$ cat src/rtl/pbd_pkg.sv
// Package for the PackBits run decoder: payload structs, queue entry, constants.
// No dependencies; every rtl file refers to it by scoped names.
`timescale 1ns / 1ps

package pbd_pkg;

   localparam int TOTAL_W   = 24;
   localparam logic [TOTAL_W-1:0] TOTAL_MAX = {TOTAL_W{1'b1}};
   // repeat count (up to 128) times bytes per value (up to 7)
   localparam int ADD_W     = 11;
   localparam int QPTR_W    = 1;
   localparam int QUEUE_DEPTH = 1 << QPTR_W;
   localparam int PADDR_W   = 3;
   localparam logic [7:0] HDR_NOOP = 8'd128;

   typedef struct packed {
      logic [7:0] packed_byte;
      logic       end_of_data;
   } req_type;

   typedef struct packed {
      logic [31:0]        value;
      logic [7:0]         repeat_count;
      logic [TOTAL_W-1:0] total_bytes;
      logic               truncated;
      logic               last;
   } rsp_type;

   // classified work handed from the parser to the output side
   typedef struct packed {
      logic [31:0]      value;
      logic [7:0]       repeat_count;
      logic [ADD_W-1:0] add_bytes;
      logic             truncated;
      logic             last;
   } entry_type;

   typedef struct packed {
      logic full;
      logic empty;
   } qstat_type;

endpackage

$ cat src/rtl/pbd_front.sv
// Parser front end: takes packed bytes, tracks headers and value bytes, and
// pushes one queue entry per completed value or end byte. Uses pbd_pkg.
`timescale 1ns / 1ps

module pbd_front #(
   parameter int MAX_VALUE_BYTES = 4
) (
   input  logic                clock,
   input  logic                reset,
   input  logic [2:0]          bytes_per_value,
   input  logic                req_valid,
   input  pbd_pkg::req_type    req_data,
   input  pbd_pkg::qstat_type  qstat,
   output logic                req_stall,
   output logic                push,
   output pbd_pkg::entry_type  push_data
);

   localparam int VS_W  = $clog2(MAX_VALUE_BYTES + 1);
   localparam int ACC_W = 8 * MAX_VALUE_BYTES;

   typedef enum logic [2:0] {
      MODE_HEADER  = 3'b001,
      MODE_LITERAL = 3'b010,
      MODE_REPEAT  = 3'b100
   } mode_type;

   mode_type         mode_ff, mode_in;
   logic [7:0]       left_ff, left_in;
   logic [VS_W-1:0]  idx_ff, idx_in;
   logic [ACC_W-1:0] acc_ff, acc_in;

   logic [VS_W-1:0]  vs;
   logic [VS_W-1:0]  idx_next;
   logic [ACC_W-1:0] acc_shift;
   logic             accept;
   logic             done;
   logic [7:0]       rep;
   logic [31:0]      val;

   assign req_stall = qstat.full;
   assign accept    = req_valid & ~req_stall;

   always_comb begin
      if (bytes_per_value == 3'd0) begin
         vs = VS_W'(1);
      end else if (32'(bytes_per_value) > 32'(MAX_VALUE_BYTES)) begin
         vs = VS_W'(MAX_VALUE_BYTES);
      end else begin
         vs = VS_W'(bytes_per_value);
      end
   end

   always_comb begin
      mode_in   = mode_ff;
      left_in   = left_ff;
      idx_in    = idx_ff;
      acc_in    = acc_ff;
      done      = 1'b0;
      rep       = 8'd0;
      val       = 32'd0;
      idx_next  = idx_ff + VS_W'(1);
      acc_shift = ACC_W'({acc_ff, req_data.packed_byte});
      unique case (mode_ff)
         MODE_HEADER: begin
            if (req_data.packed_byte < pbd_pkg::HDR_NOOP) begin
               mode_in = MODE_LITERAL;
               left_in = req_data.packed_byte + 8'd1;
            end else if (req_data.packed_byte > pbd_pkg::HDR_NOOP) begin
               mode_in = MODE_REPEAT;
               left_in = 8'(9'd257 - {1'b0, req_data.packed_byte});
            end
            idx_in = '0;
            acc_in = '0;
         end
         MODE_LITERAL, MODE_REPEAT: begin
            acc_in = acc_shift;
            idx_in = idx_next;
            if (idx_next >= vs) begin
               done   = 1'b1;
               val    = 32'(acc_shift);
               idx_in = '0;
               acc_in = '0;
               if (mode_ff == MODE_LITERAL) begin
                  rep     = 8'd1;
                  left_in = left_ff - 8'd1;
                  if (left_ff == 8'd1) begin
                     mode_in = MODE_HEADER;
                  end
               end else begin
                  rep     = left_ff;
                  left_in = 8'd0;
                  mode_in = MODE_HEADER;
               end
            end
         end
         default: begin
            mode_in = MODE_HEADER;
         end
      endcase

      push_data.value        = val;
      push_data.repeat_count = rep;
      push_data.add_bytes    = pbd_pkg::ADD_W'(rep) * pbd_pkg::ADD_W'(vs);
      push_data.truncated    = req_data.end_of_data & (mode_in != MODE_HEADER);
      push_data.last         = req_data.end_of_data;

      // end of row drops any partial packet
      if (req_data.end_of_data) begin
         mode_in = MODE_HEADER;
         left_in = 8'd0;
         idx_in  = '0;
         acc_in  = '0;
      end
   end

   assign push = accept & (done | req_data.end_of_data);

   always_ff @(posedge clock) begin
      if (reset) begin
         mode_ff <= MODE_HEADER;
         left_ff <= 8'd0;
         idx_ff  <= '0;
         acc_ff  <= '0;
      end else if (accept) begin
         mode_ff <= mode_in;
         left_ff <= left_in;
         idx_ff  <= idx_in;
         acc_ff  <= acc_in;
      end
   end

endmodule

$ cat src/rtl/pbd_queue.sv
// Two-entry queue between the parser and the output stage.
// Uses pbd_pkg for the entry type and depth.
`timescale 1ns / 1ps

module pbd_queue (
   input  logic                clock,
   input  logic                reset,
   input  logic                push,
   input  pbd_pkg::entry_type  push_data,
   input  logic                pop,
   output pbd_pkg::entry_type  pop_data,
   output pbd_pkg::qstat_type  qstat
);

   pbd_pkg::entry_type mem_ff [pbd_pkg::QUEUE_DEPTH];

   logic [pbd_pkg::QPTR_W-1:0] wr_ptr_ff, rd_ptr_ff;
   logic [pbd_pkg::QPTR_W:0]   count_ff;

   assign qstat.full  = (count_ff == (pbd_pkg::QPTR_W + 1)'(pbd_pkg::QUEUE_DEPTH));
   assign qstat.empty = (count_ff == '0);
   assign pop_data    = mem_ff[rd_ptr_ff];

   always_ff @(posedge clock) begin
      if (push) begin
         mem_ff[wr_ptr_ff] <= push_data;
      end
   end

   always_ff @(posedge clock) begin
      if (reset) begin
         wr_ptr_ff <= '0;
         rd_ptr_ff <= '0;
         count_ff  <= '0;
      end else begin
         if (push) begin
            wr_ptr_ff <= wr_ptr_ff + pbd_pkg::QPTR_W'(1);
         end
         if (pop) begin
            rd_ptr_ff <= rd_ptr_ff + pbd_pkg::QPTR_W'(1);
         end
         if (push && !pop) begin
            count_ff <= count_ff + (pbd_pkg::QPTR_W + 1)'(1);
         end else if (pop && !push) begin
            count_ff <= count_ff - (pbd_pkg::QPTR_W + 1)'(1);
         end
      end
   end

`ifndef SYNTHESIS
   a_no_overflow: assert property (@(posedge clock) disable iff (reset)
      count_ff <= (pbd_pkg::QPTR_W + 1)'(pbd_pkg::QUEUE_DEPTH))
      else $error("queue count above depth");
   a_no_push_full: assert property (@(posedge clock) disable iff (reset)
      qstat.full |-> !push)
      else $error("push into full queue");
   a_no_pop_empty: assert property (@(posedge clock) disable iff (reset)
      qstat.empty |-> !pop)
      else $error("pop from empty queue");
`endif

endmodule

$ cat src/rtl/pbd_back.sv
// Output stage: running byte total with saturation and the response register.
// Uses pbd_pkg for the entry and response types.
`timescale 1ns / 1ps

module pbd_back (
   input  logic                clock,
   input  logic                reset,
   input  pbd_pkg::qstat_type  qstat,
   input  pbd_pkg::entry_type  pop_data,
   output logic                pop,
   input  logic                rsp_stall,
   output logic                rsp_valid,
   output pbd_pkg::rsp_type    rsp_data
);

   logic [pbd_pkg::TOTAL_W-1:0] total_ff, total_in;
   logic [pbd_pkg::TOTAL_W:0]   sum;
   logic [pbd_pkg::TOTAL_W-1:0] total_out;
   logic                        rsp_valid_ff;
   pbd_pkg::rsp_type            rsp_data_ff;
   logic                        load;

   assign load = ~rsp_valid_ff | ~rsp_stall;
   assign pop  = load & ~qstat.empty;

   always_comb begin
      sum = (pbd_pkg::TOTAL_W + 1)'(total_ff) + (pbd_pkg::TOTAL_W + 1)'(pop_data.add_bytes);
      if (sum > (pbd_pkg::TOTAL_W + 1)'(pbd_pkg::TOTAL_MAX)) begin
         total_out = pbd_pkg::TOTAL_MAX;
      end else begin
         total_out = sum[pbd_pkg::TOTAL_W-1:0];
      end
      total_in = pop_data.last ? '0 : total_out;
   end

   always_ff @(posedge clock) begin
      if (reset) begin
         total_ff     <= '0;
         rsp_valid_ff <= 1'b0;
      end else begin
         if (pop) begin
            total_ff <= total_in;
         end
         if (load) begin
            rsp_valid_ff <= ~qstat.empty;
         end
      end
   end

   always_ff @(posedge clock) begin
      if (pop) begin
         rsp_data_ff.value        <= pop_data.value;
         rsp_data_ff.repeat_count <= pop_data.repeat_count;
         rsp_data_ff.total_bytes  <= total_out;
         rsp_data_ff.truncated    <= pop_data.truncated;
         rsp_data_ff.last         <= pop_data.last;
      end
   end

   assign rsp_valid = rsp_valid_ff;
   assign rsp_data  = rsp_data_ff;

`ifndef SYNTHESIS
   a_total_cleared: assert property (@(posedge clock) disable iff (reset)
      (pop && pop_data.last) |=> (total_ff == '0))
      else $error("byte total not cleared after end of row");
`endif

endmodule

$ cat src/rtl/packbits_run_decoder.sv
// Top level of the PackBits run decoder: register port, parser, queue, output.
// Depends on pbd_pkg, pbd_front, pbd_queue and pbd_back.
//
// Usage:
//   req_* carries one packed byte per request with an end-of-row flag; a
//   request is taken when req_valid is high and req_stall is low.
//   rsp_* carries decoded values with their repeat count, the running byte
//   total and, on the end-of-row result, last and truncated.
//   bytes_per_value (register 0, byte address 0) sets bytes per value; write it
//   only while no row is in flight.
// Timing:
//   One request per cycle sustained while req_stall is low. The result of the
//   request that completes it is registered in the queue, then in the response
//   register. Requests that complete nothing produce no result.
//   req_stall rises only when the two-entry queue is full, i.e. when rsp_stall
//   has held the response register and backed work up behind it.
// Reset:
//   Synchronous. Parsing starts at a header, the byte total is zero and
//   bytes_per_value returns to 1.
`timescale 1ns / 1ps

module packbits_run_decoder #(
   parameter int MAX_VALUE_BYTES = 4
) (
   input  logic                        clock,
   input  logic                        reset,
   input  logic                        req_valid,
   output logic                        req_stall,
   input  pbd_pkg::req_type            req_data,
   output logic                        rsp_valid,
   input  logic                        rsp_stall,
   output pbd_pkg::rsp_type            rsp_data,
   input  logic                        psel,
   input  logic                        penable,
   input  logic                        pwrite,
   input  logic [pbd_pkg::PADDR_W-1:0] paddr,
   input  logic [31:0]                 pwdata,
   output logic [31:0]                 prdata,
   output logic                        pready
);

   logic [2:0]          bytes_per_value_ff;
   logic                push, pop;
   pbd_pkg::entry_type  push_data, pop_data;
   pbd_pkg::qstat_type  qstat;
   logic                reg_hit;

   // only register 0 exists; bit 2 selects the next word
   assign reg_hit = ~paddr[2];
   assign pready  = 1'b1;
   assign prdata  = reg_hit ? {29'd0, bytes_per_value_ff} : 32'd0;

   always_ff @(posedge clock) begin
      if (reset) begin
         bytes_per_value_ff <= 3'd1;
      end else if (psel && penable && pwrite && pready && reg_hit) begin
         bytes_per_value_ff <= pwdata[2:0];
      end
   end

   pbd_front #(
      .MAX_VALUE_BYTES(MAX_VALUE_BYTES)
   ) u_front (
      .clock           (clock),
      .reset           (reset),
      .bytes_per_value (bytes_per_value_ff),
      .req_valid       (req_valid),
      .req_data        (req_data),
      .qstat           (qstat),
      .req_stall       (req_stall),
      .push            (push),
      .push_data       (push_data)
   );

   pbd_queue u_queue (
      .clock     (clock),
      .reset     (reset),
      .push      (push),
      .push_data (push_data),
      .pop       (pop),
      .pop_data  (pop_data),
      .qstat     (qstat)
   );

   pbd_back u_back (
      .clock     (clock),
      .reset     (reset),
      .qstat     (qstat),
      .pop_data  (pop_data),
      .pop       (pop),
      .rsp_stall (rsp_stall),
      .rsp_valid (rsp_valid),
      .rsp_data  (rsp_data)
   );

endmodule
$ cat config.mk
export PLATFORM = sky130hd
export DESIGN_NAME = packbits_run_decoder
export DESIGN_NICKNAME = d
export VERILOG_FILES = /design/src/rtl/pbd_pkg.sv /design/src/rtl/pbd_front.sv /design/src/rtl/pbd_queue.sv /design/src/rtl/pbd_back.sv /design/src/rtl/packbits_run_decoder.sv
export SDC_FILE = /design/constraint.sdc
export NUM_CORES = 1
export LEC_CHECK = 0
export ABC_AREA = 1
export BUFFER_PORTS_ARGS = -buffer_cell sky130_fd_sc_hd__clkbuf_2
export CAP_MARGIN = 5
export CELL_PAD_IN_SITES_DETAIL_PLACEMENT = 2
export CELL_PAD_IN_SITES_GLOBAL_PLACEMENT = 2
export CORE_ASPECT_RATIO = 1.4
export CORE_MARGIN = 2
export CORE_UTILIZATION = 34
export DETAILED_ROUTE_END_ITERATION = 7
export GPL_TIMING_DRIVEN = 0
export PLACE_DENSITY_LB_ADDON = 0.1
export SYNTH_ARGS = -nofsm -noshare
export SYNTH_HDL_FRONTEND = slang
export SYNTH_HIERARCHICAL = 1
export SYNTH_SLANG_ARGS = --single-unit
$ cat constraint.sdc
create_clock -name clock -period 5.8 [get_ports clock]
set_input_delay 1.16 -clock clock [delete_from_list [all_inputs] [get_ports clock]]
set_output_delay 1.16 -clock clock [all_outputs]
set_load 0.01 [all_outputs]
Word level (Yosys, flattened, before mapping)
Memories as Yosys holds them, arrays and structs flattened. A register that Yosys moved wholly into a read port is not among the register bits.
Cells that the tools add are included.

storage, ports and cells
  bits in registers = 136
  memories = 1
  output and inout bits = 101
  RAM bits = 106

operators by class
  multiplexer cells = 37
  equality and inequality tests = 8
  magnitude comparators = 5
  multipliers = 1
  bitwise operators = 11
  reduce and logical (&&, ||, !) cells = 14
  add/sub/neg operators = 9

memories
  name            depth  bits a word  rd ports  clocked after Yosys merged registers in  wr ports  line             RTL
  u_queue.mem_ff  2      53           1         1                                        1         pbd_queue.sv:15  pbd_pkg::entry_type mem_ff [pbd_pkg::QUEUE_DEPTH];

operators with widths
  operator                                                count
  two-way mux 24 bit                                      4
  two-way mux 32 bit                                      2
  two-way mux 8 bit                                       8
  one-hot mux 24 bit (2 select lines)                     1
  two-way mux 3 bit                                       11
  adder 24 x 11 -> 25 bit                                 1
  > comparator 25 x 24 -> 1 bit (second input constant)   1
  one-hot mux 8 bit (2 select lines)                      1
  one-hot mux 3 bit (2 select lines)                      2
  multiplier 8 x 3 -> 11 bit                              1
  adder 8 x 1 -> 8 bit (second input constant)            1
  == test 8 x 1 -> 1 bit (second input constant)          1
  > comparator 8 bit (second input constant)              1
  less-than comparator 8 bit (second input constant)      1
  subtractor 1 x 8 -> 8 bit (first input constant)        1
  subtractor 8 x 1 -> 8 bit (second input constant)       1
  two-way mux 1 bit                                       6
  logical AND 1 bit                                       5
  NOT 1 bit                                               5
  AND 1 bit                                               4
  two-way mux 2 bit                                       2
  inequality test 4 x 2 -> 1 bit (second input constant)  1
  AND reduction 4 bit                                     1
  adder 3 x 1 -> 3 bit (second input constant)            1
  other kinds (19)                                        22

Longest topological paths before layout
Gate-level depths: netlist (run 1).

  word-level depth = 12
  mapped depth = 20

Cells and area by module
The synthesis (run 1) kept the hierarchy.

modules (own cells, without submodules)
  module                area an instance (sq um)  times used  seq. area each (sq um)  cells an instance
  pbd_back              4420.5                    1           2482.4                  457
  pbd_queue             4305.4                    1           3283.1                  198
  pbd_front             3325.7                    1           760.7                   504
  packbits_run_decoder  416.6                     1           60.1                    62

Least setup slack after synthesis (run 1)
Ideal clock, no wire load.

  kind = in2reg
  start = in rsp_stall
  end = reg u_back/total_ff[10] in the netlist's numbering
  buffers on the path = 1
  required time = 5.729 ns
  data arrival time = 5.596 ns
  setup slack = 0.133 ns
  stages on the path = 6
  library setup time = 0.071 ns
  cell sequence = a21oi_1 > inv_2 > nor2_2 > buf_2 > nand2_1 > a21oi_2

between the ends
  cells in the longest elaborated chain, start to end = 3

ends and longest elaborated chain
  element               line                        RTL
  start, declared       packbits_run_decoder.sv:31  input logic rsp_stall,
  NOT 1 bit             pbd_back.sv:23              assign load = ~rsp_valid_ff | ~rsp_stall;
  bitwise OR 1 bit      pbd_back.sv:23
  AND 1 bit             pbd_back.sv:24              assign pop = load & ~qstat.empty;
  end signal, assigned  pbd_back.sv:42              total_ff <= total_in;
  end, declared         pbd_back.sv:16              logic [pbd_pkg::TOTAL_W-1:0] total_ff, total_in;

No other way between the ends.
A chain may end at the register's enable or synchronous reset.

==> impl_metrics.toml, run 1 <==
[power_and_ir_drop]
p_per_area_nw_per_um2 = 405.8
p_int_mw = 4.021
pwr-share-comb_pct = 28.5
pwr-share-seq_pct = 40.7
swShare_pct = 32.52
power.switching_mw = 1.938
leakage_nw = 6.058
power_frac_clock_pct = 30.9
ir_drop_mv = 0.2646

[worst_setup_path]
rr_startpoint = "bytes_per_value_ff[2]"
path_class = "flip-flop to flip-flop"
cp-end-kind = "flip-flop"
cp-startpoint = "bytes_per_value_ff[2]"
required_ns = 6.10
critPathLaunchType = "flip-flop"
cp.arrival_ns = 5.10
critPathMaxFanout = 10

[sta]
setup_violations = 0
fin_tns_setup_ns = 0
maxSlewHeadroom_pct = 43.01
finalMaxSlewViolations = 0
worst_pin_slew_ns = 0.8549
rsz0062_at_grt = "false"
finalHoldViolCount = 0
period_minus_slack_ns = 4.801
timing.fmax_mhz = 208.3
fin_crit_sh_pct = 82.77
skew_ns = 0.01451

[die]
start_util_pct = 34.21
die_area_um2 = 38240
die_w_um = 165.8
rows = 83
die_y_um = 230.6
ios = 152
core_area_um2 = 36450

[clock_tree]
post-cts-setup-buffers = 0
max-clock-path-buffers = 3
cts.hold.buffers_added = 0
cts.sinks = 243
clkTransAtPathRegs_ns = 0.06
insertion_delay_ns = 0.57
cts_resized = 0
cts_root_buf = "clkbuf_16"
numCtsBuffers = 27
htreeDepth = 1
tritoncts = "built"

[synth]
netlist_area_um2 = 12470
yosys.area.top_type_share_pct = 41.42
avgSynthCellArea_um2 = 10.21
synth-compound-area-share_pct = 5.800
seq_area_frac_synth_pct = 52.82
ys_warn_count = 6
synthArstFlopShare_pct = 0
synth-simple-area-share_pct = 20.37
synth-adder-area-share_pct = 4.395
synth_area_leaders = "edfxtp_1, dfxtp_1, nand2_1, mux2_4, inv_1"
synth-main-ff-cell = "edfxtp_1"
ys_types = 46
syn_inst = 1221
yosys.area.top_type = "edfxtp_1"
synth_edf_count = 172
synth_top_family_by_area = "simple AND/OR/NAND/NOR gates"
ys_seq_elements = 243
synthXorXnorAreaFrac_pct = 1.124
synthMuxAreaShare_pct = 6.372

[route]
ant_nets = 0
wl_um = 33990
drt-vias-per-instance = 4.723
drtIter0Drc = 260
vias = 8785
wl_per_cell_um = 18.28
drt_pass1_iterations = 4
drcViolationCount = 0

[hold_path]
min-delay-start = "u_front/acc_ff[19]"
min_path_type = "flip-flop to flip-flop"

[layout]
syn2layout_area_growth_pct = 17.78
fin_nets = 1462
drive_gt1_share_pct = 27.93
diodes = 0
fin_util_pct = 40.29

[grt]
track_usage_pct = 18.00
grt_pass1_wl_um = 54190
antenna_found_initial = 0
grt_start_max_net_pins = 35
grt_pass1_vias = 9872
overflow = 0

[placed_design]
place_congestion = 0.7831
hpwl_um = 25820
io_buffers = 89

[run]
max_cap_violations = 0

[outcome]
status = "completed"
[layout make-up]
type	count	area, µm²
multi-input cells	784	4877
repair buffers	94	545.5
flip-flops and latches	243	6586
inverters	159	601.8
fillers	3944	21770
plain buffers	63	526.8
well taps	467	584.3
clock inverters	17	205.2
clock buffers	33	758.2
[path summary, 6_finish.rpt]
| kind | to | slack [ns] | cells past startpoint |
|---|---|---|---|
| worst min-delay path | u_front/acc_ff[19] | 0.48 | 2 |
| worst max register to register | u_queue/mem_ff[0][10] | 1.0 | 17 |
| worst min register to register | u_front/acc_ff[19] | 0.48 | 2 |
| worst max-delay path | u_queue/mem_ff[0][10] | 1.0 | 17 |
[routing by layer]
metal	GRT usage [%]	vias to the layer above	routed length (µm)
met5	0	-	0
met4	5.190	0	837
met3	2.246	45	947
met2	36.36	109	19080
met1	19.26	4387	13130
li1	-	4244	-
[kinds of logic after synthesis]
group           after synthesis
buf+inv                     222
other cells                   2
compound gates              112
mux                          54
simple gates                533
flops                       243
fa+ha+maj                    39
xor+xnor                     16
[through the flow]
step / area [µm²] / worst slack [ns] / std cells / power [mW] / hold WS (ns)
floorplan: 12570 / 0.1333 / 1249 / 3.562 / 0.4520
global placement: 13600 / -3.228 / 1805 / 4.196 / 0.4583
detailed placement: 13720 / 0.9195 / 1810 / 4.206 / 0.4756
CTS: 14690 / 0.9019 / 1860 / 6.085 / 0.4855
global route: 14690 / 0.6772 / 1860 / 6.294 / 0.5034
finish: 14690 / 0.9993 / 1860 / 5.959 / 0.4827
[power by group through the flow]
| stage | Clock [mW] | Combinational [mW] | Sequential (mW) |
|---|---|---|---|
| final | 1.84 | 1.70 | 2.42 |
| after global routing | 1.96 | 1.87 | 2.46 |
| after CTS | 1.90 | 1.75 | 2.43 |
| after detailed placement | 0 | 1.74 | 2.47 |
| after global placement | 0 | 1.69 | 2.51 |
| after floorplan | 0 | 0.984 | 2.58 |
[synth_stat cells, types with 2 or more instances]
library cell,instances
ha_1,31
nand3_1,63
nor2_4,2
buf_6,4
nand2_1,272
nand4_1,8
nand3_2,12
o21ai_2,2
mux2_2,3
xor2_1,7
conb_1,2
clkinv_1,4
a21oi_2,40
nor3_1,3
inv_2,14
buf_12,7
fa_1,8
nand3_4,3
nor2_2,7
edfxtp_1,172
dfxtp_1,71
a21oi_1,44
nor3_2,9
inv_1,140
nor2_1,101
nand2_2,29
nor4_1,3
o21ai_0,23
buf_4,37
nand2_4,13
nand3b_1,3
buf_2,6
xnor2_1,9
mux2_4,50
clkbuf_1,8
[cells in the final DEF (no fill, tap or decap), types with 4 or more instances in the layout]
master      instances
mux2_4             50
nor2_2              7
a21oi_1            43
xnor2_1             9
clkbuf_2           89
clkbuf_16          27
buf_2               6
buf_6               4
nor3_2              9
clkinvlp_4          4
clkbuf_8            6
o21ai_0            23
fa_1                8
xor2_1              7
nand3_2            12
nand2_1           272
clkinv_1            5
buf_12             12
nand4_1             8
nand2_4            13
a21oi_2            40
buf_4              37
dfxtp_1            71
inv_6               4
nand3_1            63
ha_1               31
inv_2              15
nand2_2            29
clkbuf_1            8
edfxtp_1          172
inv_1             139
conb_1             30
nor2_1            100
[registers in the layout (all words and copies together) (netlist names), named ones only]
register	count
u_front/acc_ff	24
bytes_per_value_ff	3
u_back/rsp_valid	1
u_front/mode_ff	3
u_queue/wr_ptr_ff	1
u_queue/mem_ff	106
u_back/total_ff	24
u_front/left_ff	8
u_queue/rd_ptr_ff	1
u_queue/count_ff	2
u_back/rsp_data	66
u_front/idx_ff	3
[critical path, cell delays in order (launching register included)]
cell and delay [ns]:
dfxtp_1 0.50, inv_1 0.20, o21ai_0 0.31, inv_1 0.27
ha_1 0.35, nand3_1 0.08, nand3_2 0.19, nand2_4 0.13
buf_4 0.21, nor3_2 0.29, nand2_1 0.14, fa_1 0.53
fa_1 0.49, o21ai_0 0.38, a21oi_1 0.15, nor2_1 0.12
nor2_1 0.06, xnor2_1 0.14
Power figures use the tool's default switching activity.
==> inputs of run 2 (changes only) <==
--- a/config.mk
+++ b/config.mk
@@ -12,7 +12,7 @@
 export CELL_PAD_IN_SITES_GLOBAL_PLACEMENT = 2
 export CORE_ASPECT_RATIO = 1.4
 export CORE_MARGIN = 2
-export CORE_UTILIZATION = 34
+export CORE_UTILIZATION = 38
 export DETAILED_ROUTE_END_ITERATION = 7
 export GPL_TIMING_DRIVEN = 0
 export PLACE_DENSITY_LB_ADDON = 0.1
==> constraint.sdc (replaced) <==
create_clock -name clock -period 4.94 [get_ports clock]
set_input_delay 0.988 -clock clock [delete_from_list [all_inputs] [get_ports clock]]
set_output_delay 0.988 -clock clock [all_outputs]
set_load 0.01 [all_outputs]
==> run 2 against run 1 <==
Cell count is 1.6% lower. First-iteration DRC count rose by 21%. Global-route usage increased by 2.6 points. Sequential cell count unchanged. Wire length up 1.1%. Clock power increased by 9%. Maximum frequency grew 8.5%. Non-clock buffer count fell by 1.
==> impl_metrics.toml, run 2 (same netlist as run 1, synthesis figures left out) <==
[outcome]
status = "completed"

[route]
drtIter0Drc = 314
drt_pass1_iterations = 4
ant_nets = 0
wl_per_cell_um = 18.79
vias = 8836
drcViolationCount = 0
drt-vias-per-instance = 4.828
wl_um = 34380

[grt]
grt_start_max_net_pins = 31
grt_pass1_wl_um = 54640
antenna_found_initial = 0
overflow = 0
grt_pass1_vias = 10040
track_usage_pct = 20.65

[sta]
period_minus_slack_ns = 4.426
setup_violations = 0
hold_ws_ns = 0.4854
skew_ns = 0.01835
timing.fmax_mhz = 225.9
finalMaxSlewViolations = 0
finalHoldViolCount = 0
rsz0062_at_grt = "false"
worst_pin_slew_ns = 1.014
maxSlewHeadroom_pct = 32.25
fin_crit_sh_pct = 89.60

[die]
core_area_um2 = 32400
start_util_pct = 38.48
rows = 78
die_w_um = 157.1
ios = 152
die_y_um = 218.3
die_area_um2 = 34300

[layout]
nFillCells = 3498
diodes = 0
final_cell_mix = "nand2_1, edfxtp_1, inv_1"
area.sequential_um2 = 6588
multi_input_area_um2 = 4877
mostFrequentLayoutCell = "nand2_1"
syn2layout_area_growth_pct = 16.85
largest_reg_flops = 106
fin_util_pct = 44.96
final_cell_count_no_fill = 1830
largest_register = "u_queue/mem_ff"
fin_nets = 1460
drive_gt1_share_pct = 27.84

[worst_setup_path]
cp-end-kind = "flip-flop"
path_class = "flip-flop to flip-flop"
cp.arrival_ns = 4.70
critPathMaxFanout = 10
critPathLaunchType = "flip-flop"
required_ns = 5.22

[clock_tree]
htreeDepth = 1
tritoncts = "built"
insertion_delay_ns = 0.55
cts.sinks = 243
cts_root_buf = "clkbuf_16"
post-cts-setup-buffers = 0
max-clock-path-buffers = 3
numCtsBuffers = 26
clkTransAtPathRegs_ns = 0.06

[power_and_ir_drop]
ir_drop_mv = 0.2869
leakage_nw = 6.029
p_per_area_nw_per_um2 = 471.4

[placed_design]
hpwl_um = 25920
io_buffers = 89
place_congestion = 0.7879
dp.cells = 1782

[run]
max_cap_violations = 0

[hold_path]
min_path_type = "flip-flop to flip-flop"
==> run 2: cell count changes in the layout (fill, tap and decap cells not counted), moves of 2 or more <==
cell        change
o21ai_1         +2
clkbuf_16       +2
o21ai_0         -2
clkinv_2        +2
clkinvlp_4      -2
inv_6           -2
bufinv_16       -3
==> run 2: final timing paths <==
check / from / to / slack, ns / cells after the start
max: bytes_per_value_ff[2] / u_queue/mem_ff[1][10] / 0.51 / 17
min: u_back/total_ff[4] / u_back/total_ff[4] / 0.49 / 2
max reg2reg: bytes_per_value_ff[2] / u_queue/mem_ff[1][10] / 0.51 / 17
min reg2reg: u_back/total_ff[4] / u_back/total_ff[4] / 0.49 / 2
==> run 2: layout make-up <==
class                   count  share of cell area (%)
inverters                 159                   4.131
clock buffers              37                   5.625
well taps                 440                   3.779
multi-input cells         784                   33.48
flip-flops and latches    243                   45.22
plain buffers              63                   3.616
repair buffers             93                   3.607
clock inverters            11                  0.5496
==> run 2: metal layers <==
metal,wire length (µm),share of wire (%),track usage (%),vias to the layer above
li1,-,-,-,4250
met1,13260,39,22.24,4420
met2,19430,57,41.56,119
met3,886,2.6,2.201,47
met4,801,2.3,5.909,0
met5,0,0,0,-
==> run 2: timing repair <==
item                                    in CTS  in global routing
endpoints found under the hold margin        0                  0
resized for setup                            0                  3
hold buffers                                 0                  0
endpoints found under the setup margin       0                  6
==> run 2: critical path: stages, from the launching register on <==
cell and delay (ns):
dfxtp_2 0.44, inv_1 0.16, o21ai_1 0.27, inv_1 0.21
ha_1 0.32, nand3_1 0.08, nand3_2 0.18, nand2_4 0.12
buf_4 0.22, nor3_2 0.30, nand2_1 0.13, fa_1 0.53
fa_1 0.49, o21ai_1 0.29, a21oi_1 0.11, nor2_1 0.10
nor2_1 0.06, xnor2_1 0.14
==> run 2: where the power goes <==
group	switching, mW	internal [mW]
logic	1.24	0.765
registers	0.170	2.69
clock network	0.839	1.16
total	2.25	4.62
==> run 2: per-stage QoR <==
stage               instance area [µm²]  total power [mW]  setup TNS (ns)  setup slack, ns
floorplan                         12580             4.165               0           0.3069
global placement                  13570             4.826         -122.22           -1.965
detailed placement                13670             4.945               0          0.08889
CTS                               14570             6.988               0          0.07107
global route                      14570             7.227               0           0.1623
finish                            14570             6.867               0           0.5137
==> inputs of run 3 (changes only) <==
--- a/config.mk
+++ b/config.mk
@@ -8,7 +8,7 @@
 export ABC_AREA = 1
 export BUFFER_PORTS_ARGS = -buffer_cell sky130_fd_sc_hd__clkbuf_2
 export CAP_MARGIN = 5
-export CELL_PAD_IN_SITES_DETAIL_PLACEMENT = 2
+export CELL_PAD_IN_SITES_DETAIL_PLACEMENT = 0
 export CELL_PAD_IN_SITES_GLOBAL_PLACEMENT = 2
 export CORE_ASPECT_RATIO = 1.4
 export CORE_MARGIN = 2
@@ -16,6 +16,7 @@
 export DETAILED_ROUTE_END_ITERATION = 7
 export GPL_TIMING_DRIVEN = 0
 export PLACE_DENSITY_LB_ADDON = 0.1
+export RECOVER_POWER = 100
 export SYNTH_ARGS = -nofsm -noshare
 export SYNTH_HDL_FRONTEND = slang
 export SYNTH_HIERARCHICAL = 1
==> run 3 against run 2 <==
The flow now finishes with violations (capacitance limit, slew limit). Via count fell by 6.6%. Critical path depth fell by 5. Sequential cell count did not move. Critical endpoint is now u_queue/mem_ff[1][22]. Largest cell class unchanged.
==> impl_metrics.toml, run 3 (same netlist as run 1, synthesis figures left out) <==
[placed_design]
dp.cells = 1782
hpwl_um = 21600
io_buffers = 89
place_congestion = 0.7879

[route]
drcViolationCount = 0
drt-vias-per-instance = 4.510
ant_nets = 0
wl_um = 28650
vias = 8253
drt_pass1_iterations = 4
drtIter0Drc = 310
wl_per_cell_um = 15.66

[worst_setup_path]
required_ns = 5.13
worstPathCellList = "inv_1, o21ai_0, inv_1, ha_1, nand3_1, nand3_2, nand2_4, buf_4, a21oi_1, nand2_1, inv_1, clkbuf_4"
cp.arrival_ns = 4.55
cpPeakStageDelay_ns = 0.91
cp-end-kind = "flip-flop"
path_class = "flip-flop to flip-flop"
cpMostUsedCell = "inv_1"
slowest_stage = "inv_1"
critPathMaxFanout = 28
critPathLaunchType = "flip-flop"
r2r_slack_ns = 0.57

[layout]
diodes = 0
final_cell_mix = "nand2_1, edfxtp_1, inv_1"
largest_reg_flops = 106
final_cell_count_no_fill = 1830
drive_gt1_share_pct = 14.17
nFillCells = 3303
largest_register = "u_queue/mem_ff"
syn2layout_area_growth_pct = 11.85
mostFrequentLayoutCell = "nand2_1"
fin_nets = 1460

[clock_tree]
tritoncts = "built"
max-clock-path-buffers = 3
cts_root_buf = "clkbuf_16"
clkTransAtPathRegs_ns = 0.06
htreeDepth = 1
numCtsBuffers = 26
cts.sinks = 243
insertion_delay_ns = 0.54

[outcome]
status = "finished, violations left"
violations = "capacitance limit, slew limit"

[grt]
track_usage_pct = 16.96
overflow = 0
grt_pass1_wl_um = 45130
grt_start_max_net_pins = 31
grt_pass1_vias = 8441
antenna_found_initial = 0

[die]
rows = 78
ios = 152
start_util_pct = 38.48
core_area_um2 = 32400
die_y_um = 218.3
die_w_um = 157.1
die_area_um2 = 34300

[sta]
timing.fmax_mhz = 229.1
maxSlewHeadroom_pct = -59.27
setup_violations = 0
skew_ns = 0.01008
finalHoldViolCount = 0
rsz0062_at_grt = "false"
fin_crit_sh_pct = 88.36
finalMaxSlewViolations = 82
fin_tns_setup_ns = 0
worst_pin_slew_ns = 2.389
period_minus_slack_ns = 4.365

[run]
max_cap_violations = 3

[power_and_ir_drop]
leakage_nw = 5.520
ir_drop_mv = 0.2363
p_per_area_nw_per_um2 = 473.6

[hold_path]
min_path_type = "flip-flop to flip-flop"
==> run 3: cell types whose count changed in the layout (fill, tap and decap cells not counted), moves of 8 or more <==
cell,delta
clkbuf_1,+91
mux2_4,-36
a21oi_1,+30
clkbuf_2,-73
a21oi_2,-29
nand3_2,-9
nand2_1,+8
buf_12,-8
nand3_1,+10
mux2_1,+36
==> run 3: metrics by stage <==
step / worst slack (ns) / utilization [%] / power [mW] / instance area (µm²) / hold slack [ns]
3_5_place_dp: 0.2317 / 42.18 / 4.854 / 13670 / 0.4685
6_report: 0.5748 / 43.04 / 6.604 / 13950 / 0.4710
2_1_floorplan: 0.3069 / - / 4.165 / 12580 / 0.4520
3_3_place_gp: -1.965 / 41.89 / 4.826 / 13570 / 0.4634
5_1_grt: 0.05454 / 43.04 / 6.978 / 13950 / 0.4924
4_1_cts: 0.2131 / 45.10 / 7.018 / 14610 / 0.4765
==> run 3: critical path: cells and delay by family, from the launching register on <==
family | cells | cell delay (ns)
buffers and inverters | 5 | 2.07
AOI/OAI and AO/OA | 2 | 0.78
and+or+nand+nor | 4 | 0.45
DFF | 1 | 0.35
adders and majority gates | 1 | 0.33
==> run 3: routing by layer <==
| metal | vias to the layer above | GRT usage [%] | wire [µm] |
|---|---|---|---|
| li1 | 4252 | - | - |
| met1 | 3832 | 19.87 | 11800 |
| met2 | 126 | 31.94 | 15300 |
| met3 | 43 | 2.082 | 850 |
| met4 | 0 | 5.152 | 704 |
| met5 | - | 0 | 0 |
==> run 3: path summary, 6_finish.rpt <==
kind,to,cells past startpoint,from
worst min-delay path,u_back/total_ff[4],2,u_back/total_ff[4]
worst max register to register,u_queue/mem_ff[1][22],12,bytes_per_value_ff[1]
worst min register to register,u_back/total_ff[4],2,u_back/total_ff[4]
worst max-delay path,u_queue/mem_ff[1][22],12,bytes_per_value_ff[1]
==> run 3: layout make-up <==
type,count,area (µm²),share of cell area [%]
timing repair buffer,93,404.1,2.898
buffer,63,390.4,2.799
inverter,159,601.8,4.315
sequential,243,6588,47.24
tap,440,550.5,3.948
clock inverter,18,269.0,1.929
clock buffer,30,675.6,4.845
multi-input combinational,784,4467,32.03
==> run 3: where the power goes <==
part / internal [mW] / switching [mW]
Sequential: 2.70 / 0.140
Combinational: 0.538 / 1.11
Clock: 1.30 / 0.818
==> run 3: what timing repair did <==
| item | 4_1_cts | 5_1_grt |
|---|---|---|
| endpoints found under the hold margin | 0 | 0 |
| resized for setup | 0 | 2 |
| hold buffers | 0 | 0 |
| buffers inserted | 0 | 0 |
| setup endpoints to repair | 0 | 4 |
